## config.mk

```make
export PLATFORM = sky130hd
export DESIGN_NAME = tvdc_ctrl
export DESIGN_NICKNAME = d
export VERILOG_FILES = /design/src/rtl/core/tvdc_pkg.sv /design/src/rtl/core/tvdc_ctrl.sv
export SDC_FILE = /design/constraint.sdc
export NUM_CORES = 1
export LEC_CHECK = 0
export BUFFER_PORTS_ARGS = -buffer_cell sky130_fd_sc_hd__clkbuf_2
export CORE_AREA = 3 3 40 42
export DETAILED_ROUTE_END_ITERATION = 8
export DIE_AREA = 0 0 43 45
export PLACE_DENSITY = 0.49
export SLEW_MARGIN = 20
export SYNTH_ARGS = -nofsm -noshare
export SYNTH_HDL_FRONTEND = slang
export SYNTH_SLANG_ARGS = --single-unit
export TNS_END_PERCENT = 5
```

## constraint.sdc

```tcl
create_clock -name clk_i -period 2.6 [get_ports clk_i]
set_input_delay 0.26 -clock clk_i [delete_from_list [all_inputs] [get_ports clk_i]]
set_output_delay 0.26 -clock clk_i [all_outputs]
set_load 0.005 [all_outputs]
```

## src/rtl/core/tvdc_pkg.sv

```systemverilog
`timescale 1ns / 1ps
// ----------------------------------------------------------------------------
// tvdc_pkg: shared types and constants
// Word formats, register indexes and controller/datapath handshake types for
// the terrain vertex dedup cache.
// ----------------------------------------------------------------------------
package tvdc_pkg;

  localparam int unsigned FIELD_W   = 13;
  localparam int unsigned CFG_IDX_W = 2;
  localparam int unsigned CELL_W    = 12;
  localparam int unsigned LEVEL_W   = 4;
  localparam int unsigned SADDR_W   = 24;
  localparam int unsigned WORD_W    = 16;
  localparam int unsigned GC_W      = CELL_W + (1 << LEVEL_W) - 1;
  localparam int unsigned PROD_W    = 2 * FIELD_W;
  localparam int unsigned HSUM_W    = PROD_W + 1;

  localparam logic               CACHE_EN_RST = 1'b1;
  localparam logic [FIELD_W-1:0] FIELD_RST    = 13'd1025;

  localparam logic FUNC_LOAD   = 1'b0;
  localparam logic FUNC_VERTEX = 1'b1;

  typedef enum logic [CFG_IDX_W-1:0] {
    CFG_CACHE_EN = 2'd0,
    CFG_FIELD_W  = 2'd1,
    CFG_FIELD_H  = 2'd2
  } cfg_idx_e;

  typedef enum logic [1:0] {
    RES_LOAD = 2'd0,
    RES_HIT  = 2'd1,
    RES_FULL = 2'd2,
    RES_NEW  = 2'd3
  } res_kind_e;

  typedef struct packed {
    logic               func;
    logic [LEVEL_W-1:0] level;
    logic [CELL_W-1:0]  cell_x;
    logic [CELL_W-1:0]  cell_z;
    logic [SADDR_W-1:0] sample_addr;
    logic [WORD_W-1:0]  sample_value;
  } in_word_t;

  typedef struct packed {
    logic [WORD_W-1:0] vertex_index;
    logic [WORD_W-1:0] vertex_height;
    logic              cache_hit;
    logic              store_full;
  } out_word_t;

  typedef struct packed {
    logic      capture;
    logic      hs_wr;
    logic      lut_rd;
    logic      ent_rd;
    logic      ent_last;
    logic      hs_rd;
    logic      commit;
    logic      out_load;
    res_kind_e kind;
  } ctrl_cmd_t;

  typedef struct packed {
    logic is_load;
    logic hit;
    logic full;
    logic out_free;
  } dp_status_t;

endpackage

```

## src/rtl/core/tvdc_ctrl.sv

```systemverilog
`timescale 1ns / 1ps
// ----------------------------------------------------------------------------
// tvdc_ctrl: request sequencer
// Steps each vertex word through probe, entry check, height read or full
// handling, and the final result/commit cycle; loads do a height write first.
// ----------------------------------------------------------------------------
module tvdc_ctrl
  import tvdc_pkg::*;
(
  input  logic       clk_i,
  input  logic       rst_ni,
  input  logic       in_valid_i,
  output logic       in_ready_o,
  input  dp_status_t status_i,
  output ctrl_cmd_t  cmd_o
);

  typedef enum logic [2:0] {
    S_IDLE,
    S_LOAD,
    S_PROBE,
    S_ENTRY,
    S_CHECK,
    S_FIN
  } state_e;

  state_e    state_q, state_d;
  res_kind_e kind_q, kind_d;

  assign in_ready_o = (state_q == S_IDLE);

  always_comb begin
    state_d = state_q;
    kind_d  = kind_q;
    cmd_o   = '0;
    cmd_o.kind = kind_q;
    unique case (state_q)
      S_IDLE: begin
        if (in_valid_i) begin
          cmd_o.capture = 1'b1;
          state_d = status_i.is_load ? S_LOAD : S_PROBE;
        end
      end
      S_LOAD: begin
        cmd_o.hs_wr = 1'b1;
        kind_d  = RES_LOAD;
        state_d = S_FIN;
      end
      S_PROBE: begin
        cmd_o.lut_rd = 1'b1;
        state_d = S_ENTRY;
      end
      S_ENTRY: begin
        cmd_o.ent_rd = 1'b1;
        state_d = S_CHECK;
      end
      S_CHECK: begin
        if (status_i.hit) begin
          kind_d = RES_HIT;
        end else if (status_i.full) begin
          cmd_o.ent_rd   = 1'b1;
          cmd_o.ent_last = 1'b1;
          kind_d = RES_FULL;
        end else begin
          cmd_o.hs_rd = 1'b1;
          kind_d = RES_NEW;
        end
        state_d = S_FIN;
      end
      S_FIN: begin
        if (status_i.out_free) begin
          cmd_o.out_load = 1'b1;
          cmd_o.commit   = (kind_q == RES_NEW);
          state_d = S_IDLE;
        end
      end
      default: state_d = S_IDLE;
    endcase
  end

  always_ff @(posedge clk_i or negedge rst_ni) begin
    if (!rst_ni) begin
      state_q <= S_IDLE;
      kind_q  <= RES_LOAD;
    end else begin
      state_q <= state_d;
      kind_q  <= kind_d;
    end
  end

endmodule

```

==> results.toml, run 1 <==
[routing]
wl_per_cell_um = 10.7
final_antenna_net_count = 0
firstDrtPassIters = 3
drc_errors = 0
via_per_inst = 4.62
drt-total-wl_um = 791
routed-via-count = 342
drtIter0Drc = 3

[synth]
yosysWarnings = 0
synth_area_sq_um = 365
synth_seq_area_share_pct = 34.2
syn_nets = 47
avgSynthCellArea_sq_um = 9.13
yosysTopAreaCellShare_pct = 34.2
synth_area_leaders = "dfrtp_1 34%, buf_6 6.2%, a21oi_1 5.5%"
syn_inst = 40
synth-seq-cells = 5
yosysUniqueCellTypes = 24
yosys.area.top_type = "dfrtp_1"

[clock_tree]
htreeDepth = 1
path_clk_slew_ns = 0.04
cts_setup_buffers = 0
postCtsHoldBufs = 1
numCtsBuffers = 3
cts.sinks = 5
root_buffer = "clkbuf_4"
cts_resized = 0
clk_path_buf_depth = 2
clk_latency_ns = 0.24
cts_tree = "yes"

[worst_hold_path]
holdCritStartpoint = "status_i[3]"
whs_endpoint = "state_q[0]"
hp-class = "in2reg"
min_path_cells = 3

[grt]
grt_use_total_pct = 9.54
grt_pass1_wl_mm = 1.33
grt_pass1_vias = 321
grt_max_degree = 14
antenna_found_initial = 0
overflow = 0

[placed_design]
port_buffers = 17
post-place-ws_ns = 1.09
dp_hpwl_um = 610
gp_congestion = 0.660

[power]
p_leak_uw = 0.000244
power_density_nw_per_um2 = 897
ir_worst_vdd_v = 0.000339

[final_layout]
diodes = 0
seqCellArea_sq_um = 125
most-common-layout-cells = "17 x clkbuf_2, 5 x dfrtp_1, 4 x a21oi_1"
multi_input_area_sq_um = 205
drive_gt1_share_pct = 42.4
final_common_cell = "clkbuf_2"
finalNetCount = 67
nFillCells = 149
syn_to_final_growth_pct = 30.8

[worst_setup_path]
cp_max_fo = 12
reg2reg_depth = 3
critPathKind = "reg2out"
r2r_end = "kind_q[0]"
r2r_setup_slack_ns = 1.38
arrival_ns = 1.50
r2r-start = "state_q[1]"
end_kind = "output port"
critPathRequiredTime_ns = 2.34
start_kind = "flop"

[timing]
tns_ns = 0
setup_viol = 0
skew_ns = 0.00171
finalCritPeriodShare_pct = 67.7
setup_slack_ns = 0.839
rsz0062_at_grt = "false"
layout_min_cycle_time_ns = 1.76
slew_headroom_pct = 70.1
fmax_mhz = 568
hold_viol_final = 0
drv_slew = 0
tightestPinTransition_ns = 0.448

[floorplanning]
core_area_sq_um = 1280
die_area_sq_um = 1940
die_h_um = 45
ioPinCount = 18
num_rows = 13
start_util_pct = 28.4
die_w_um = 43

[job]
drv_cap = 0

[run_status]
run_status = "finished, final reports clean"
[cell usage after synthesis]
cell,number
and3_1,1
nor2_1,3
nand2b_1,1
a21oi_1,4
buf_6,2
o21ai_1,1
nor3_1,1
nor3_4,1
buf_2,1
nor2b_1,2
a221oi_2,1
nand2_1,3
and2_1,2
and4b_1,1
o21ai_0,1
nor4b_2,1
inv_1,2
dfrtp_1,5
and2_2,1
a22oi_1,1
a31o_2,1
and2b_1,1
a21o_1,1
nor3b_1,2
[worst max path at each step]
stage,to,start,slack [ns],cells after the start
floorplan,cmd_o[6],state_q[2],1.40,3
global placement,cmd_o[6],state_q[2],1.11,4
detailed placement,cmd_o[6],state_q[2],1.09,4
CTS,cmd_o[6],state_q[2],0.83,4
global route,cmd_o[6],state_q[2],0.74,4
finish,cmd_o[6],state_q[2],0.84,4
[sequential cells by signal, summed over array words and instances (netlist names)]
register  cells
kind_q        2
state_q       3
[logic make-up (layout without fill, tap and decap cells)]
| family | after synthesis | count (layout) | share of synthesized area (%) |
|---|---|---|---|
| AO/OA/AOI/OAI | 10 | 10 | 18.8 |
| buffers and inverters | 5 | 24 | 9.59 |
| flip-flops | 5 | 5 | 34.2 |
| AND/OR/NAND/NOR | 20 | 20 | 37.3 |
[critical path, cell delays in order (launching register included)]
cell      delay (ns)
dfrtp_1         0.51
nor4b_2         0.23
and2_2          0.21
a31o_2          0.20
clkbuf_2        0.11
[per-stage QoR]
stage               power [uW]  instances  util (%)  instance area, sq um  hold WS (ns)
floorplan                  296         40         -                   365       -0.0356
global placement           345         69      34.4                   442        0.0849
detailed placement         344         69      34.4                   442        0.0857
CTS                        438         74      37.2                   478         0.272
global route               471         74      37.2                   478         0.299
finish                     429         74      37.2                   478         0.278
[final cells by class]
cell class | count | area share [%]
Clock buffer | 4 | 5.50
Inverter | 2 | 1.57
Multi-Input combinational cell | 30 | 42.9
Sequential cell | 5 | 26.2
Tap cell | 15 | 3.93
Timing Repair Buffer | 18 | 19.9
[per-layer routing]
layer,GRT usage [%],vias to the layer above,share of wire [%]
met3,3.59,2,11
met2,14.1,14,44
li1,-,178,-
met4,9.04,0,1.5
met5,0,-,0
met1,10.5,148,43
[report_power, final]
group	leakage (uW)	internal, uW	switching (uW)
Combinational	0.000168	95.7	73.1
Sequential	0.0000610	106	65.5
Clock	0.0000150	58.0	31.0
Total	0.000244	259	170
Power figures use the tool's default switching activity.
==> run 2: changes to the inputs <==
--- a/config.mk
+++ b/config.mk
@@ -5,11 +5,12 @@
 export SDC_FILE = /design/constraint.sdc
 export NUM_CORES = 1
 export LEC_CHECK = 0
+export ABC_AREA = 1
 export BUFFER_PORTS_ARGS = -buffer_cell sky130_fd_sc_hd__clkbuf_2
 export CORE_AREA = 3 3 40 42
 export DETAILED_ROUTE_END_ITERATION = 8
 export DIE_AREA = 0 0 43 45
-export PLACE_DENSITY = 0.49
+export PLACE_DENSITY = 0.47
 export SLEW_MARGIN = 20
 export SYNTH_ARGS = -nofsm -noshare
 export SYNTH_HDL_FRONTEND = slang
==> constraint.sdc (replaced) <==
create_clock -name clk_i -period 1.7 [get_ports clk_i]
set_input_delay 0.17 -clock clk_i [delete_from_list [all_inputs] [get_ports clk_i]]
set_output_delay 0.17 -clock clk_i [all_outputs]
set_load 0.005 [all_outputs]
==> run 2 against run 1 <==
Worst hold slack worse by 0.038 ns. Synthesized cell count increased by 15%. Critical endpoint unchanged. Core utilization rose by 0.097 points. Cell area rose by 0.26%.
==> results.toml, run 2 <==
[floorplanning]
die_w_um = 43
die_h_um = 45
num_rows = 13
die_area_sq_um = 1940
start_util_pct = 26.4
core_area_sq_um = 1280
ioPinCount = 18

[synth]
yosysUniqueCellTypes = 16
synth.most_common_cell = "inv_1"
yosysTopAreaCellShare_pct = 36.9
yosys.area.top_type = "dfrtp_1"
avgSynthCellArea_sq_um = 7.37
synth_area_sq_um = 339
synth_flop_cell = "dfrtp_1"
yosysWarnings = 0
synth_area_leaders = "dfrtp_1 37%, nor2_2 9.2%, inv_1 8.9%"
syn_inst = 46
synth_seq_area_share_pct = 36.9
synthArstFlopShare_pct = 100
synth_edf_count = 0
synth-seq-cells = 5
synthTopCellsByCount = "8 x inv_1, 7 x nor2_1, 5 x dfrtp_1, 5 x nand3_1, 5 x nor2_2"
syn_nets = 53

[timing]
rsz0062_at_grt = "false"
tightestPinTransition_ns = 0.219
fmax_mhz = 674
tns_ns = 0
hold_viol_final = 0
slew_headroom_pct = 85.4
skew_ns = 0.00456
setup_viol = 0
drv_slew = 0
layout_min_cycle_time_ns = 1.48
finalCritPeriodShare_pct = 87.3

[placed_design]
dp_hpwl_um = 632
port_buffers = 17
gp_congestion = 0.707

[final_layout]
syn_to_final_growth_pct = 41.3
largest_reg_flops = 3
seqCellArea_sq_um = 125
drive_gt1_share_pct = 48.5
most-common-layout-cells = "17 x clkbuf_2, 8 x inv_1, 7 x nor2_1"
diodes = 0
final_common_cell = "clkbuf_2"
final_util_pct = 37.3
nFillCells = 142
multi_input_area_sq_um = 176
reg.largest.list = "state_q (3), kind_q (2)"
finalNetCount = 76
regMostFlops = "state_q"

[grt]
grt_use_total_pct = 9.55
overflow = 0
grt_pass1_wl_mm = 1.37
antenna_found_initial = 0
grt_pass1_vias = 353
grt_max_degree = 8

[worst_hold_path]
min_path_cells = 4
holdCritStartpoint = "status_i[3]"
hp-class = "in2reg"
whs_endpoint = "state_q[1]"

[routing]
routed-via-count = 353
via_per_inst = 4.25
drtIter0Drc = 10
firstDrtPassIters = 3
wl_per_cell_um = 9.57
drc_errors = 0
drt-total-wl_um = 794
final_antenna_net_count = 0

[clock_tree]
clk_path_buf_depth = 2
clk_latency_ns = 0.24
path_clk_slew_ns = 0.05
cts_resized = 0
htreeDepth = 1
cts.sinks = 5
numCtsBuffers = 3
cts_tree = "yes"
root_buffer = "clkbuf_4"

[worst_setup_path]
reg2reg_depth = 6
r2r_end = "kind_q[0]"
critPathKind = "reg2out"
start_kind = "flop"
end_kind = "output port"
critPathRequiredTime_ns = 1.53
r2r_setup_slack_ns = 0.61
r2r-start = "state_q[0]"
cp_max_fo = 7
arrival_ns = 1.31

[power]
power_density_nw_per_um2 = 1780
ir_worst_vdd_v = 0.000827
p_leak_uw = 0.000293

[run_status]
run_status = "finished, final reports clean"

[job]
drv_cap = 0
-- run 2: what timing repair did --
item / in CTS / in global routing
setup buffers: 0 / 0
hold buffers: 1 / 0
hold endpoints to repair: 5 / 0
-- run 2: area by class of cell --
class | instances | area share [%]
multi-input cells | 31 | 36.8
flip-flops and latches | 5 | 26.1
repair buffers | 18 | 19.8
inverters | 10 | 7.83
clock buffers | 4 | 5.48
well taps | 15 | 3.92
-- run 2: cell families after synthesis --
| group | count (synthesis) | synth area share (%) |
|---|---|---|
| AND/OR/NAND/NOR | 28 | 46.5 |
| buffers and inverters | 10 | 11.1 |
| flip-flops | 5 | 36.9 |
| AO/OA/AOI/OAI | 3 | 5.53 |
-- run 2: report_power, final --
| group | switching (uW) | internal [uW] | leakage (uW) |
|---|---|---|---|
| registers | 77.4 | 181 | 0.0000617 |
| clock network | 48.8 | 88.8 | 0.0000150 |
| logic | 271 | 186 | 0.000216 |
| total | 397 | 456 | 0.000293 |
-- run 2: layer usage --
layer	global-route usage, %	part of all wire [%]	vias to the layer above
met5	0	0	-
met4	1.81	0	0
met3	6.37	14	0
met2	14.4	37	19
met1	11.5	49	147
li1	-	-	187
-- run 2: critical path, stage by stage, from the launching register on --
cell      delay, ns
dfrtp_1        0.44
nor2_1         0.15
nand2_2        0.10
inv_2          0.09
nand2_4        0.07
o21ai_2        0.10
clkbuf_2       0.12
-- run 2: stage by stage --
stage	setup WS (ns)	area (sq um)	total power, uW	hold slack [ns]	cells
2_1_floorplan	0.646	339	561	-0.126	46
3_3_place_gp	0.494	443	721	-0.0103	78
3_5_place_dp	0.468	443	718	-0.00972	78
4_1_cts	0.201	479	866	0.239	83
5_1_grt	0.110	479	947	0.255	83
6_report	0.217	479	853	0.241	83
-- run 2: how the worst max path moves through the flow --
stage | slack [ns] | cells after the start | startpoint | to
2_1_floorplan | 0.65 | 5 | state_q[0] | cmd_o[6]
3_3_place_gp | 0.49 | 6 | state_q[0] | cmd_o[6]
3_5_place_dp | 0.47 | 6 | state_q[0] | cmd_o[6]
4_1_cts | 0.20 | 6 | state_q[0] | cmd_o[6]
5_1_grt | 0.11 | 6 | state_q[0] | cmd_o[4]
6_report | 0.22 | 6 | state_q[0] | cmd_o[6]
==> run 3: changes to the inputs <==
==> constraint.sdc (replaced) <==
create_clock -name clk_i -period 1.4 [get_ports clk_i]
set_input_delay 0.14 -clock clk_i [delete_from_list [all_inputs] [get_ports clk_i]]
set_output_delay 0.14 -clock clk_i [all_outputs]
set_load 0.005 [all_outputs]
==> run 3 against run 2 <==
Clock skew grew 0.0051 ns. Non-clock buffer count rose by 4. Worst setup slack got worse by 0.20 ns. Final cell count rose by 4.8%. Highest routed layer unchanged. First-iteration DRC count fell by 50%. Cell area increased by 10%. Core utilization increased by 3.9 points. Die area unchanged. Largest power group unchanged. Combinational power rose by 45%. Global-route usage rose by 0.91 points. Critical path depth unchanged. Register-to-register slack got worse by 0.32 ns.
==> results.toml, run 3 (synthesis gave the netlist of run 2 again) <==
[final_layout]
regMostFlops = "state_q"
nFillCells = 151
syn_to_final_growth_pct = 56.1
largest_reg_flops = 3
reg.largest.list = "state_q (3), kind_q (2)"
final_common_cell = "clkbuf_2"
diodes = 0
final_area_sq_um = 529
seqCellArea_sq_um = 128
finalNetCount = 80
drive_gt1_share_pct = 58.3
multi_input_area_sq_um = 194
most-common-layout-cells = "17 x clkbuf_2, 8 x inv_1, 6 x nor2_1, 5 x nor2_2, 4 x buf_4"

[timing]
setup_viol = 0
finalCritPeriodShare_pct = 98.8
rsz0062_at_grt = "true"
layout_min_cycle_time_ns = 1.38
drv_slew = 0
setup_slack_ns = 0.0173
whs_ns = 0.206
slew_headroom_pct = 86.6
tightestPinTransition_ns = 0.200
fmax_mhz = 723
skew_ns = 0.00963
hold_viol_final = 0

[floorplanning]
ioPinCount = 18
num_rows = 13
die_h_um = 45
die_w_um = 43
die_area_sq_um = 1940
start_util_pct = 26.4
core_area_sq_um = 1280

[worst_hold_path]
hp-class = "in2reg"
whs_endpoint = "kind_q[1]"
min_path_cells = 4
holdCritStartpoint = "status_i[2]"

[routing]
final_antenna_net_count = 0
drc_errors = 0
drtIter0Drc = 5
drt-total-wl_um = 866
wl_per_cell_um = 9.95
routed-via-count = 389
via_per_inst = 4.47
firstDrtPassIters = 4

[clock_tree]
clk_path_buf_depth = 2
cts.sinks = 5
clk_latency_ns = 0.25
numCtsBuffers = 3
htreeDepth = 1
path_clk_slew_ns = 0.05
root_buffer = "clkbuf_4"
cts_tree = "yes"

[worst_setup_path]
path_cells = "nor2_2, nand2_2, inv_2, nand2_4, o21ai_2, clkbuf_2"
cp_slowest_stage_delay_ns = 0.42
r2r-start = "state_q[1]"
r2r_end = "kind_q[0]"
cp_max_fo = 4
cp.buffers_inverters = 2
start_kind = "flop"
critPathSlowestCell = "dfrtp_1"
critPathRequiredTime_ns = 1.26
reg2reg_depth = 5
end_kind = "output port"
critPathKind = "reg2out"
arrival_ns = 1.24
crit_family = "flip-flops"
r2r_setup_slack_ns = 0.29

[run_status]
run_status = "finished, final reports clean"

[power]
p_leak_uw = 0.000314
ir_worst_vdd_v = 0.000904
total_power_uw = 1160
power_density_nw_per_um2 = 2190

[grt]
overflow = 0
grt_pass1_vias = 384
grt_pass1_wl_mm = 1.50
grt_use_total_pct = 10.5
grt_max_degree = 7
antenna_found_initial = 0

[placed_design]
post-place-ws_ns = 0.229
placedInstanceArea_sq_um = 443
dp_hpwl_um = 643
gp_congestion = 0.677
port_buffers = 17

[job]
drv_cap = 0
==> run 3: layout make-up <==
cell class                      count  area share [%]
Multi-Input combinational cell     31            36.6
Sequential cell                     5            24.1
Timing Repair Buffer               22            23.6
Inverter                           10            7.09
Clock buffer                        4            4.96
Tap cell                           15            3.55
==> run 3: how the worst max path moves through the flow <==
stage / start / end / slack (ns) / depth (start not counted)
2_1_floorplan: state_q[0] / cmd_o[6] / 0.38 / 5
3_3_place_gp: state_q[0] / cmd_o[6] / 0.23 / 6
3_5_place_dp: state_q[0] / cmd_o[6] / 0.23 / 6
4_1_cts: state_q[1] / cmd_o[6] / 0.004 / 6
5_1_grt: state_q[1] / cmd_o[6] / -0.07 / 6
6_report: state_q[1] / cmd_o[6] / 0.02 / 6
==> run 3: worst min-delay path, delay by kind of cell <==
kind / cells / cell delay [ns]
and+or+nand+nor: 2 / 0.15
buffers and inverters: 2 / 0.12
==> run 3: repair_timing <==
action | in CTS | in global routing
pin swaps | 2 | 1
endpoints found under the hold margin | 5 | 0
endpoints found under the setup margin | 4 | 8
hold buffers | 1 | 0
buffers inserted | 4 | 0
gates resized for setup | 3 | 3
==> run 3: through the flow <==
step                cells  utilization, %  TNS [ns]
floorplan              46               -         0
global placement       78            34.5         0
detailed placement     78            34.5         0
CTS                    87            40.3         0
global route           87            41.2    -0.292
finish                 87            41.2         0
==> run 3: metal layers <==
metal  vias to the layer above  wire length (um)  track usage [%]
li1                        193                 -                -
met1                       178               380             11.2
met2                        18               391             17.4
met3                         0                94             5.98
met4                         0                 0             3.61
met5                         -                 0                0
==> run 3: power by group <==
part	total [uW]	switching [uW]	leakage (uW)	internal [uW]
clock network	171	62.8	0.0000150	108
logic	662	365	0.000239	298
registers	325	99.0	0.0000596	226
